<file path="config.mk">
export PLATFORM = sky130hd
export DESIGN_NAME = fpsa_ctrl
export DESIGN_NICKNAME = d
export VERILOG_FILES = /design/src/rtl/core/fpsa_pkg.sv /design/src/rtl/core/fpsa_ctrl.sv
export SDC_FILE = /design/constraint.sdc
export NUM_CORES = 1
export LEC_CHECK = 0
export ABC_AREA = 1
export BUFFER_PORTS_ARGS = -buffer_cell sky130_fd_sc_hd__buf_2
export CAP_MARGIN = 5
export CORE_AREA = 4 4 41 43
export DETAILED_ROUTE_END_ITERATION = 16
export DIE_AREA = 0 0 45 47
export PLACE_DENSITY = 0.5
export SYNTH_ARGS = -nofsm -noshare
export SYNTH_HDL_FRONTEND = slang
export SYNTH_SLANG_ARGS = --single-unit
export TNS_END_PERCENT = 5
</file>
<file path="constraint.sdc">
create_clock -name clock -period 1.2 [get_ports clock]
set_input_delay 0.12 -clock clock [delete_from_list [all_inputs] [get_ports clock]]
set_output_delay 0.12 -clock clock [all_outputs]
set_load 0.01 [all_outputs]
</file>
<file path="src/rtl/core/fpsa_pkg.sv">
// Shared definitions for the free page stack allocator.
// Holds command and status codes, default sizes and the controller/datapath bundles.
// No dependencies.
package fpsa_pkg;

   localparam int ADDR_BITS = 40;
   localparam int CSR_ADDR_W = 4;
   localparam int CSR_DATA_W = 64;

   localparam int DEF_MAX_PAGES = 32768;
   localparam int DEF_PAGE_BYTES = 4096;

   localparam logic [ADDR_BITS-1:0] START_RESET = 40'h00_8000_0000;
   localparam logic [ADDR_BITS-1:0] STOP_RESET = 40'h00_8800_0000;

   // Register indexes, selected by paddr bit 3.
   localparam logic CSR_REGION_START = 1'b0;
   localparam logic CSR_REGION_STOP = 1'b1;

   localparam logic [1:0] CMD_ALLOC = 2'd0;
   localparam logic [1:0] CMD_FREE = 2'd1;
   localparam logic [1:0] CMD_INIT = 2'd2;

   localparam logic [1:0] STS_OK = 2'd0;
   localparam logic [1:0] STS_EMPTY = 2'd1;
   localparam logic [1:0] STS_BAD = 2'd2;
   localparam logic [1:0] STS_FULL = 2'd3;

   typedef struct packed {
      logic latch;
      logic exec;
      logic init_calc;
      logic fill_step;
      logic load_rsp;
   } fpsa_cmd_type;

   typedef struct packed {
      logic [1:0] cmd;
      logic       fill_done;
   } fpsa_status_type;

endpackage

</file>
<file path="src/rtl/core/fpsa_ctrl.sv">
// Sequencing state machine for the free page stack allocator.
// Depends on fpsa_pkg; drives the datapath through fpsa_cmd_type.
module fpsa_ctrl
   import fpsa_pkg::*;
(
   input  logic            clock,
   input  logic            reset,
   input  logic            req_valid,
   output logic            req_stall,
   output logic            rsp_valid,
   input  logic            rsp_stall,
   output fpsa_cmd_type    cmd,
   input  fpsa_status_type sts
);

   typedef enum logic [4:0] {
      S_IDLE = 5'b00001,
      S_EXEC = 5'b00010,
      S_CALC = 5'b00100,
      S_FILL = 5'b01000,
      S_RESP = 5'b10000
   } state_type;

   state_type state_ff, state_in;
   logic      rsp_valid_ff, rsp_valid_in;
   logic      accept;
   logic      slot_free;

   assign req_stall = (state_ff != S_IDLE);
   assign accept = req_valid && !req_stall;
   assign slot_free = !rsp_valid_ff || !rsp_stall;

   always_comb begin
      state_in = state_ff;
      cmd = '0;
      cmd.latch = accept;
      case (state_ff)
         S_IDLE: begin
            if (accept) begin
               state_in = S_EXEC;
            end
         end
         S_EXEC: begin
            cmd.exec = 1'b1;
            state_in = (sts.cmd == CMD_INIT) ? S_CALC : S_RESP;
         end
         S_CALC: begin
            cmd.init_calc = 1'b1;
            state_in = S_FILL;
         end
         S_FILL: begin
            cmd.fill_step = 1'b1;
            if (sts.fill_done) begin
               state_in = S_RESP;
            end
         end
         S_RESP: begin
            if (slot_free) begin
               cmd.load_rsp = 1'b1;
               state_in = S_IDLE;
            end
         end
         default: begin
            state_in = S_IDLE;
         end
      endcase
   end

   assign rsp_valid_in = cmd.load_rsp || (rsp_valid_ff && rsp_stall);
   assign rsp_valid = rsp_valid_ff;

   always_ff @(posedge clock) begin
      if (reset) begin
         state_ff <= S_IDLE;
         rsp_valid_ff <= 1'b0;
      end else begin
         state_ff <= state_in;
         rsp_valid_ff <= rsp_valid_in;
      end
   end

   // A new result must never overwrite one that is still waiting.
   a_no_overwrite: assert property (@(posedge clock) disable iff (reset)
      cmd.load_rsp |-> (!rsp_valid_ff || !rsp_stall))
      else $error("result loaded over a pending beat");

   a_accept_exec: assert property (@(posedge clock) disable iff (reset)
      accept |=> (state_ff == S_EXEC))
      else $error("accepted beat not executed next cycle");

endmodule

</file>
==> results of run 1 <==
## report_power, final
part           total, mW  leakage (nW)  switching, mW  internal (mW)
clock              0.193        0.0138         0.0794          0.114
sequential         0.241        0.0509         0.0216          0.220
combinational      0.179         0.234         0.0981         0.0806
## final cells by class
| type | instances | area, sq um |
|---|---|---|
| Clock buffer | 3 | 22.52 |
| Multi-Input combinational cell | 32 | 206.4 |
| Fill cell | 155 | 792.0 |
| Timing Repair Buffer | 16 | 87.58 |
| Sequential cell | 6 | 128.9 |
| Inverter | 12 | 45.04 |
| Tap cell | 15 | 18.77 |
## flip-flops by register name, summed over array words and instances, names as in the netlist
register   cells
rsp_valid      1
state_ff       5
## per-layer routing
layer / GRT usage (%) / share of wire [%]
met1: 10.96 / 41
met5: 0 / 0
met2: 12.43 / 52
met3: 1.149 / 4.5
met4: 8.772 / 2.6
## worst max-delay path by stage
| stage | from | to | slack, ns | cells after the start |
|---|---|---|---|---|
| after global routing | state_ff[1] | cmd[2] | -0.11 | 4 |
| after CTS | state_ff[3] | cmd[0] | -0.04 | 4 |
| after floorplan | state_ff[2] | state_ff[0] | 0.21 | 6 |
| after global placement | state_ff[2] | state_ff[0] | 0.10 | 6 |
| final | state_ff[1] | cmd[2] | -0.04 | 4 |
| after detailed placement | state_ff[0] | state_ff[0] | 0.13 | 6 |
## kinds of logic (layout without fill, tap and decap cells)
logic type | Yosys count | in the layout
buf+inv | 13 | 31
simple gates | 29 | 29
flops | 6 | 6
compound gates | 3 | 3
## through the flow
stage	hold WS, ns	setup slack, ns	utilization (%)
after CTS	0.09903	-0.03728	37.02
after global placement	0.3830	0.1039	33.65
after floorplan	0.1891	0.2075	-
after detailed placement	0.3723	0.1329	33.65
after global routing	0.1080	-0.1054	39.13
final	0.09476	-0.03555	39.13
## layout by cell type, fill, tap and decap left out
cell / instances
sky130_fd_sc_hd__a21oi_1: 2
sky130_fd_sc_hd__inv_2: 3
sky130_fd_sc_hd__dfxtp_2: 4
sky130_fd_sc_hd__nor3_1: 2
sky130_fd_sc_hd__nor2_1: 5
sky130_fd_sc_hd__dfxtp_1: 1
sky130_fd_sc_hd__buf_4: 3
sky130_fd_sc_hd__inv_1: 9
sky130_fd_sc_hd__nor2_2: 3
sky130_fd_sc_hd__nand4_1: 3
sky130_fd_sc_hd__nand3_2: 4
sky130_fd_sc_hd__nor2_4: 2
sky130_fd_sc_hd__nand3_1: 1
sky130_fd_sc_hd__dfxtp_4: 1
sky130_fd_sc_hd__clkbuf_4: 3
sky130_fd_sc_hd__nand3b_1: 1
sky130_fd_sc_hd__nand4_2: 2
sky130_fd_sc_hd__o21bai_1: 1
sky130_fd_sc_hd__buf_2: 13
sky130_fd_sc_hd__nand2_1: 6
## repair_timing
action / CTS / global route
resized for setup: 5 / 6
endpoints found under the setup margin: 5 / 7
hold buffers: 0 / 0
buffers inserted: 1 / 2
pin swaps: 2 / 3
==> out/results.txt, run 1 <==
The die span in x was 45 um. The peak supply drop is 0.5669 mV, and the share of synthesized cell area in full adder, half adder and majority cells is 0%. The cell with the largest stage delay on the worst path was sky130_fd_sc_hd__dfxtp_2.

The compound-gate portion of the synthesized area is 4.844%, and the reg2reg setup slack is 0.04 ns. The number of nets handed over by synthesis was 58. The residual overflow from global routing is 0.

Entering global routing, the biggest net connects 8 pins. The worst hold path startpoint was reset. Count of final hold-check violations: 0. The number of ports placed on the die boundary came out at 14. Startpoint type of the worst setup path: a register. The final route contains 374 vias.

Summed over all layers, the routed wires come to 804 um. For this run, the number of Yosys warnings is 0. The run gives 6 as the number of sinks driven by the clock tree. The final count of pins violating max slew is 0. The worst setup path is captured at an output pin.

For the final routed DRC violation total, the log shows 0. In this run, synthesis inferred 0 flip-flops with an integrated enable. In this run the tightest slew margin relative to its limit is 88.22%. Along the worst hold path, the cell count comes to 2.

The tree is rooted in a sky130_fd_sc_hd__clkbuf_4. The number of port buffers was 13; the combined area of all synthesized cells was 361.6 sq um. The flow ran to the end, but the final reports show violations. TritonCTS built the clock tree. The total power per unit cell area came out at 1203 nW/um^2. The global placer's final weighted congestion was 0.7554. The top cell type by total area after synthesis is sky130_fd_sc_hd__dfxtp_1.

Of the total synthesized cell area, the portion taken by XOR and XNOR cells is 0%. The setup TNS after final layout was -0.06397 ns; the via-per-instance ratio was 4.452. The floorplan step defined a die boundary enclosing 2115 sq um.

Of the cells placed in the final design, the portion with a size suffix greater than 1 is 55.07%. Broken down by cell family, the worst path's largest delay share belongs to flip-flops. In the final routed layout, each cell accounts on average for 9.571 um. After Yosys synthesis, and, or, nand and nor cells account for 47.40% of the synthesized area.

For the initial antenna violation count, the log shows 0. Worst flop-to-flop path startpoint: state_ff[2]. The standby leakage power was 0.2986 nW.

Setup repair after global routing could not meet its margin everywhere. Sequential elements use 33.22% of the synthesized area. In this run, the number of DRC markers left after iteration 0 of detailed routing was 8. Walking the worst path, the cells encountered are nor2_4, nand4_1, inv_1, buf_2. For the worst setup path, the data required time is 1.08 ns.

The die is 47 um tall. The finished layout holds 84 standard cells, fillers aside. In this run, distinct cell masters in the synthesized netlist total 16. For the final database, setup skew stands at 0.002185 ns. The number of levels in the clock H-tree is 1, and the net count of the finished layout is 78. Timing would allow up to 0.8094 GHz. After synthesis, the largest area contributor takes up 33.22% of total cell area.

After technology mapping, the gate count stands at 51. After synthesis, the cell types taking the most area are sky130_fd_sc_hd__dfxtp_1 33%, sky130_fd_sc_hd__inv_1 10%, sky130_fd_sc_hd__nand4_2 6.9%, sky130_fd_sc_hd__nand2_1 6.2%, sky130_fd_sc_hd__nor2_1 6.2%. The dominant combinational cell family by area after synthesis was simple AND/OR/NAND/NOR gates. The final cell area excluding filler cells is 509.2 sq um, and the placed cell count is 78. The kind of path behind the tightest hold check is in2reg.

The area growth from synthesis to layout is 40.83%. The tools report the antenna diode count as 0. After synthesis, the most frequently instantiated cells are 10 x sky130_fd_sc_hd__inv_1, 6 x sky130_fd_sc_hd__dfxtp_1, 6 x sky130_fd_sc_hd__nand2_1, 6 x sky130_fd_sc_hd__nor2_1. Cell with the most instances after synthesis: sky130_fd_sc_hd__inv_1. The run gives 3 as the number of CTS-inserted buffers. On the worst path, the slowest cell contributes a delay of 0.34 ns.

The row count is 13. The logs give 1301 sq um for the placeable core region and 4 for the number of setup violations in the final report. Together, buffers and inverters on the worst path number 2. In this run the worst path has a maximum fanout of 5. The checks that failed: setup timing. For this run, the detailed router's first-pass iteration total came to 4. The run gives 0.6128 mW as the post-route total power.

Of all flip-flops after synthesis, the portion carrying an async set or reset was 0%. Most used flip-flop cell after synthesis: sky130_fd_sc_hd__dfxtp_1. The maximum buffer depth of the clock tree is 2, and the worst path setup slack after routing is -0.03555 ns. The first global-routing pass estimated 1290 um of wire. STA puts the critical path data arrival time at 1.12 ns. The HPWL after detailed placement was 592.6 um; the minimum clock period was 1.236 ns. In this run the remaining antenna-violating nets after routing total 0. In the global route stage, overall resource usage came out at 8.703%. End point of the most critical hold path: state_ff[3]. The tools report the number of global-route vias before repair as 324.

The worst register-to-register path ends at state_ff[0]. After synthesis, the mean cell area works out to 7.090 sq um. Initial core utilization: 27.79%.

The worst setup path is of the reg2out kind. The multiplexer share of the synthesized area is 0%, and the post-CTS clock slew at the launch and capture registers of the worst setup and hold paths is 0.05 ns. The tool flagged a number of max-cap violations equal to 0. Area of placed instances: 437.9 sq um.

The worst path uses 103.0% of the clock period. After synthesis the netlist holds a flip-flop and latch count of 6. The clock latency of the later-clocked register in the worst-skew pair is 0.25 ns, and the worst-case reg-to-reg path depth is 7.

For the pin with the worst max-slew slack, the measured transition is 0.1763 ns.
Note: power is estimated with default switching activity, not from simulation.
==> run 2, diff against run 1 <==
--- a/config.mk
+++ b/config.mk
@@ -6,12 +6,12 @@
 export NUM_CORES = 1
 export LEC_CHECK = 0
 export ABC_AREA = 1
-export BUFFER_PORTS_ARGS = -buffer_cell sky130_fd_sc_hd__buf_2
 export CAP_MARGIN = 5
 export CORE_AREA = 4 4 41 43
 export DETAILED_ROUTE_END_ITERATION = 16
 export DIE_AREA = 0 0 45 47
-export PLACE_DENSITY = 0.5
+export DONT_BUFFER_PORTS = 1
+export PLACE_DENSITY = 0.41
 export SYNTH_ARGS = -nofsm -noshare
 export SYNTH_HDL_FRONTEND = slang
 export SYNTH_SLANG_ARGS = --single-unit
==> out/results.txt, run 2 (synthesized netlist as in run 1, its figures left out) <==
The met3 usage was 6.130% (+5.0 points). The number of violations of the max-capacitance limit is 0 (unchanged). In the layout the commonest cells are 8 x sky130_fd_sc_hd__inv_1, 6 x sky130_fd_sc_hd__nand2_1, 4 x sky130_fd_sc_hd__inv_2, 4 x sky130_fd_sc_hd__nor2_1, 4 x sky130_fd_sc_hd__dfxtp_2. The net count of the finished layout was 64 (-18%); the peak supply drop was 0.4898 mV (-14%). The number of post-CTS setup repair buffers came out at 0 (-1). Setup repair after global routing could not meet its margin everywhere.

The total power per unit cell area is 1324 nW/um^2 (+10%), and the fraction of the core area covered by cells at the end of the flow is 33.94% (-5.2 points). Maximum fanout along the worst path: 6 (+1). The leading cell type in the layout, fill and taps excluded was sky130_fd_sc_hd__inv_1. The count of antenna-violating nets left after detailed routing is 0 (unchanged). The area added between synthesis and finish was 22.15%.

The count of final hold-check violations was 0 (unchanged). TritonCTS built the clock tree. The run gives 1490 um (+16%) as the first-pass GRT wire length.

The residual overflow from global routing was 0 (unchanged). The run gives 11.47% (+0.51 points) as the met1 track demand over resource in global routing. The worst setup path is captured at an output pin. The tools report the total via count after detailed routing as 317 (-15%). The worst-case headroom to the max-slew limit was 86.15% (-2.1 points). The initial antenna violation count was 0 (unchanged); the power share of the clock group was 32.6% (+1.1 points).

The number of setup violations in the final report is 1 (-3), and the power share of the sequential group is 40.4% (+1.0 points). Minimum clock period: 1.209 ns (-0.02640 ns). The internal power summed over all cells came out at 0.3952 mW (-4.5%). The area of placed instances was 380.4 sq um (-13%). Final hold slack: 0.03175 ns (-0.06302 ns). The logs give 0.25 ns (about the same) for the clock latency of the later-clocked register in the worst-skew pair and 14 (unchanged) for the number of ports placed on the die boundary. The number of port buffers works out to 0 (-13).

The HPWL after detailed placement was 638.8 um (+7.8%); the worst clock skew was 0.005182 ns (+0.002997 ns). Kind of path behind the tightest hold check: in2reg. The flow ran to the end, but the final reports show violations. The number of global-route vias before repair is 313 (-3.4%), and the multi-input gate area in the final layout is 209.0 sq um (+1.2%). The worst setup path is launched from a register.

The ratio of final minimum period to clock period is 100.8% (-2.2 points). The transition time at the pin with the least slew margin works out to 0.2071 ns (+0.03084 ns). The final count of pins violating max slew was 0 (unchanged); the die span in x was 45 um (unchanged). For the maximum number of pins on one net before global-route repair, the log shows 8 (unchanged).

The post-CTS clock slew at the launch and capture registers of the worst setup and hold paths works out to 0.05 ns (about the same). The layer flagged by global routing as most heavily used is met2. Switching fraction of total power: 32.44% (about the same). The logs give 10.46% (+1.8 points) for the overall fraction of global-route tracks in use and 1.08 ns (about the same) for the required time at the endpoint of the critical path. The detailed-route wire length per cell was 11.90 um (+24%).

The tools report the fraction of power consumed by combinational cells as 27.0% (-2.2 points). The tools report the number of search-and-repair iterations in the first detailed-routing pass as 2 (-2). The arrival time at the worst endpoint was 1.09 ns (-0.03 ns); the post-route total power was 0.5849 mW (-4.6%). The initial core utilization was 27.79% (unchanged). The DRC violation total after the first TritonRoute iteration is 4 (-4). The final reports fail on setup timing. The final routed DRC violation total was 0 (unchanged); the post-placement worst setup slack was 0.08904 ns (-0.04381 ns). The type of the worst setup path is reg2out. The register area came out at 125.1 sq um (-2.9%). The height of the chip works out to 47 um (unchanged). The number of levels in the clock H-tree came out at 1 (unchanged).

The logs give 6 (unchanged) for the number of sinks driven by the clock tree and 441.7 sq um (-13%) for the final cell area excluding filler cells. The run gives 833 um (+3.6%) as the total wire length. The via-per-instance ratio is 4.529 (+1.7%). More flip-flops sit in one register than any other, and that register is state_ff. Die outline area: 2115 sq um (unchanged).

The logs give -0.009144 ns (+0.02640 ns) for the worst path setup slack after routing and 0.8270 GHz (+2.2%) for the fmax. Maximum buffer depth of the clock tree: 2 (unchanged). The tools report the number of CTS-inserted buffers as 3 (unchanged). Clock tree root buffer cell: sky130_fd_sc_hd__clkbuf_4.

The run gives 0 (unchanged) as the antenna diode count. The net switching power was 0.1898 mW (-4.6%); the row count was 13 (unchanged). Flip-flop count of the largest register after layout: 5 (unchanged). The met2 track utilization from global routing was 16.10% (+3.7 points). The share of cells above drive strength 1 was 41.82% (-13 points).

The logs give 153 (-1.3%) for the filler cell count in the final layout and 0.6695 (-11%) for the global placer's final weighted congestion. For the placeable core region, the log shows 1301 sq um (unchanged). The tools report the standby leakage power as 0.2290 nW (-23%).
## run 2: cell type report
class | instances | area share, %
multi-input combinational | 32 | 47.31
inverter | 12 | 10.20
timing repair buffer | 2 | 4.816
sequential | 6 | 28.33
tap | 15 | 4.249
clock buffer | 3 | 5.099
## run 2: stage by stage
step / setup TNS, ns / cells
floorplan: 0 / 51
global placement: 0 / 66
detailed placement: 0 / 66
CTS: -0.01880 / 70
global route: -0.2740 / 70
finish: -0.009144 / 70
## run 2: repair_timing
| action | CTS | global route |
|---|---|---|
| gates resized for setup | 5 | 7 |
| endpoints found under the setup margin | 6 | 8 |
| hold buffers | 1 | 0 |
| pin swaps | 1 | 2 |
| hold endpoints to repair | 5 | 0 |
## run 2: routing by layer
layer  vias to the layer above  share of wire (%)
met5                         -                  0
met4                         0                1.1
met3                         2                4.7
met2                         4                 54
met1                       138                 40
li1                        173                  -
## run 2: path summary, 6_finish.rpt
| check | startpoint | end | slack [ns] | depth (start not counted) |
|---|---|---|---|---|
| hold / removal | sts[2] | state_ff[2] | 0.03 | 2 |
| setup reg to reg | state_ff[2] | state_ff[4] | 0.10 | 6 |
| hold reg to reg | rsp_valid | rsp_valid | 0.54 | 2 |
| setup / recovery | state_ff[2] | cmd[4] | -0.009 | 3 |
## run 2: worst max-delay path, stage by stage, from the launching register on
cell and delay (ns):
sky130_fd_sc_hd__dfxtp_2 0.34, sky130_fd_sc_hd__nor2_4 0.21, sky130_fd_sc_hd__nand3_2 0.13, sky130_fd_sc_hd__nor2_2 0.16
## run 2: power groups by stage
stage	clock, mW	sequential (mW)	combinational [mW]
6_report	0.190	0.236	0.158
5_1_grt	0.218	0.238	0.180
4_1_cts	0.200	0.235	0.150
3_5_place_dp	0	0.233	0.137
3_3_place_gp	0	0.234	0.136
2_1_floorplan	0	0.232	0.111
==> run 3, diff against run 2 <==
==> constraint.sdc (replaced) <==
create_clock -name clock -period 1.4 [get_ports clock]
set_input_delay 0.14 -clock clock [delete_from_list [all_inputs] [get_ports clock]]
set_output_delay 0.14 -clock clock [all_outputs]
set_load 0.01 [all_outputs]
==> out/results.txt, run 3 (synthesized netlist as in run 1, its figures left out) <==
The endpoint identified for the worst register-to-register timing path is state_ff[0]. The run finished with clean final reports. The maximum fanout along the worst path works out to 6 (unchanged). The detailed-route wire length per cell is 11.16 um (-6.2%).

The tools report the number of levels in the clock H-tree as 1 (unchanged). For the HPWL after detailed placement, the log shows 627 um (-1.8%). For the worst clock skew, the log shows 0.003444 ns (-0.001738 ns). The logs give 0.24 ns (about the same) for the clock latency of the later-clocked register in the worst-skew pair and 35.4% (+2.8 points) for the power share of the clock group. The maximum number of pins on one net before global-route repair was 8 (unchanged). The number of CTS-inserted buffers is 3 (unchanged), and the ratio of final minimum period to clock period is 92.77%.

The power share of the sequential group came out at 42.0% (+1.6 points). The arrival time at the worst endpoint came out at 1.16 ns (+0.07 ns). Setup repair after global routing left no endpoint under its margin.

The count of cells resized by post-cts repair was 0 (-5). Final routed DRC violation total: 0 (unchanged). The internal power summed over all cells is 0.3167 mW (-20%), and the total via count after detailed routing is 313 (-1.3%). The logs give 2 (unchanged) for the maximum buffer depth of the clock tree and 14 (unchanged) for the number of ports placed on the die boundary.

For the count of final hold-check violations, the log shows 0 (unchanged). The tools report the global placer's final weighted congestion as 0.7453 (+11%). The worst path setup slack after routing is 0.1012 ns (+0.1104 ns), and the required time at the endpoint of the critical path is 1.26 ns (+0.18 ns). The library cells used most frequently in the layout, excluding fill and tap cells, are 10 x sky130_fd_sc_hd__inv_1, 6 x sky130_fd_sc_hd__nor2_1, 6 x sky130_fd_sc_hd__nand2_1, 6 x sky130_fd_sc_hd__dfxtp_1. The run gives 27.79% (unchanged) as the initial core utilization.

The kind of path behind the tightest hold check was in2reg. The height of the chip was 47 um (unchanged); the initial antenna violation count was 0 (unchanged). The post-placement worst setup slack was 0.2987 ns (+0.2097 ns). The tools report the net switching power as 0.1520 mW (-20%).

The total power per unit cell area is 1156 nW/um^2 (-13%). Leaving out fill and tap cells, the most frequent cell in the layout is sky130_fd_sc_hd__inv_1. The run gives 65 (-1.5%) as the placed cell count. Post-CTS clock slew at the launch and capture registers of the worst setup and hold paths: 0.05 ns (about the same). Most flop-heavy register: state_ff. The flip-flop count of the largest register after layout is 5 (unchanged), and the number of sinks driven by the clock tree is 6 (unchanged). The share of cells above drive strength 1 is 24.07% (-18 points), and the number of search-and-repair iterations in the first detailed-routing pass is 2 (unchanged). For the worst-case headroom to the max-slew limit, the log shows 84.94% (-1.2 points). The transition time at the pin with the least slew margin was 0.2250 ns (+0.01794 ns).

The count of antenna-violating nets left after detailed routing was 0 (unchanged); the switching fraction of total power was 32.42% (about the same). The die span in x was 45 um (unchanged); the net count of the finished layout was 63 (-1.6%). The logs give 2115 sq um (unchanged) for the die outline area and 69 (-1.4%) for the number of non-filler instances in the completed layout.

The run gives 4 (unchanged) as the DRC violation total after the first TritonRoute iteration. The area growth from synthesis to layout is 12.11%. The run gives 0 (unchanged) as the final count of pins violating max slew.

The worst setup path is captured at an output pin. The standby leakage power is 0.2259 nW (-1.3%). The setup TNS after final layout came out at 0 ns (+0.009144 ns). The first-pass GRT wire length was 1366 um (-8.3%).

The peak supply drop was 0.4407 mV (-10%). In this run the worst setup path terminates at cmd[4]. The reg2reg setup slack was 0.31 ns (+0.21 ns); the placeable core region was 1301 sq um (unchanged).

In this run the critical register-to-register path is launched from state_ff[2]. Minimum clock period: 1.299 ns. The worst setup path is of the reg2out kind. The worst setup path is launched from a register. The number of port buffers was 0 (unchanged); the overall fraction of global-route tracks in use was 9.264% (-1.2 points). The row count was 13 (unchanged); the area of placed instances was 372.9 sq um (-2.0%).

Tracing the worst setup path back leads to its startpoint at state_ff[2]. The number of violations of the max-capacitance limit came out at 0 (unchanged). The fmax is 0.7700 GHz. The clock tree root buffer cell was sky130_fd_sc_hd__clkbuf_4.

The logs give 22.5% (-4.5 points) for the fraction of power consumed by combinational cells and 0 (unchanged) for the residual overflow from global routing. TritonCTS built the clock tree. The total wire length was 770 um (-7.6%).

The number of global-route vias before repair was 326 (+4.2%); the via-per-instance ratio was 4.536 (+0.17%). The number of setup violations in the final report is 0 (-1). The worst-case reg-to-reg path depth is 6 (unchanged). The antenna diode count was 0 (unchanged).

The tools report the final cell area excluding filler cells as 405.4 sq um (-8.2%).
==> run 3: per-stage QoR <==
step	hold WS, ns	power, mW	util [%]
final	0.05121	0.4687	31.15
after global placement	0.2125	0.3040	28.65
after floorplan	0.2091	0.2938	-
after CTS	0.04352	0.4757	31.15
after detailed placement	0.2123	0.3033	28.65
after global routing	0.06531	0.5045	31.15
==> run 3: how the worst min path moves through the flow <==
stage | start | end | slack (ns) | cells after the start
3_5_place_dp | reset | state_ff[3] | 0.21 | 1
3_3_place_gp | reset | state_ff[3] | 0.21 | 1
5_1_grt | sts[2] | state_ff[2] | 0.07 | 2
4_1_cts | sts[2] | state_ff[2] | 0.04 | 2
6_report | sts[2] | state_ff[2] | 0.05 | 2
2_1_floorplan | reset | rsp_valid | 0.21 | 1
==> run 3: area by class of cell <==
cell class	count	area [sq um]
multi-input combinational	32	188.9
sequential	6	120.1
clock buffer	3	22.52
inverter	12	45.04
timing repair buffer	1	10.01
tap	15	18.77
fill	146	895.9
==> run 3: worst max-delay path: stages (launching register included) <==
cell and delay [ns]:
sky130_fd_sc_hd__dfxtp_1 0.35, sky130_fd_sc_hd__nor2_4 0.20, sky130_fd_sc_hd__nand3_2 0.16, sky130_fd_sc_hd__nor2_1 0.21
==> run 3: layer usage <==
layer	vias up	global-route usage (%)	part of all wire, %
met5	-	0	0
met4	0	5.263	0
met3	0	4.981	3.0
met2	2	14.97	53
met1	140	9.611	44
li1	171	-	-
==> run 3: power by group through the flow <==
stage | combinational, mW | sequential (mW) | clock (mW)
after floorplan | 0.0953 | 0.198 | 0
after global placement | 0.103 | 0.201 | 0
after detailed placement | 0.103 | 0.200 | 0
after CTS | 0.107 | 0.197 | 0.172
after global routing | 0.124 | 0.198 | 0.182
final | 0.106 | 0.197 | 0.166
==> run 3: what timing repair did <==
item / CTS / global route
hold endpoints to repair: 5 / 0
buffers inserted: 0 / 0
hold buffers: 1 / 0
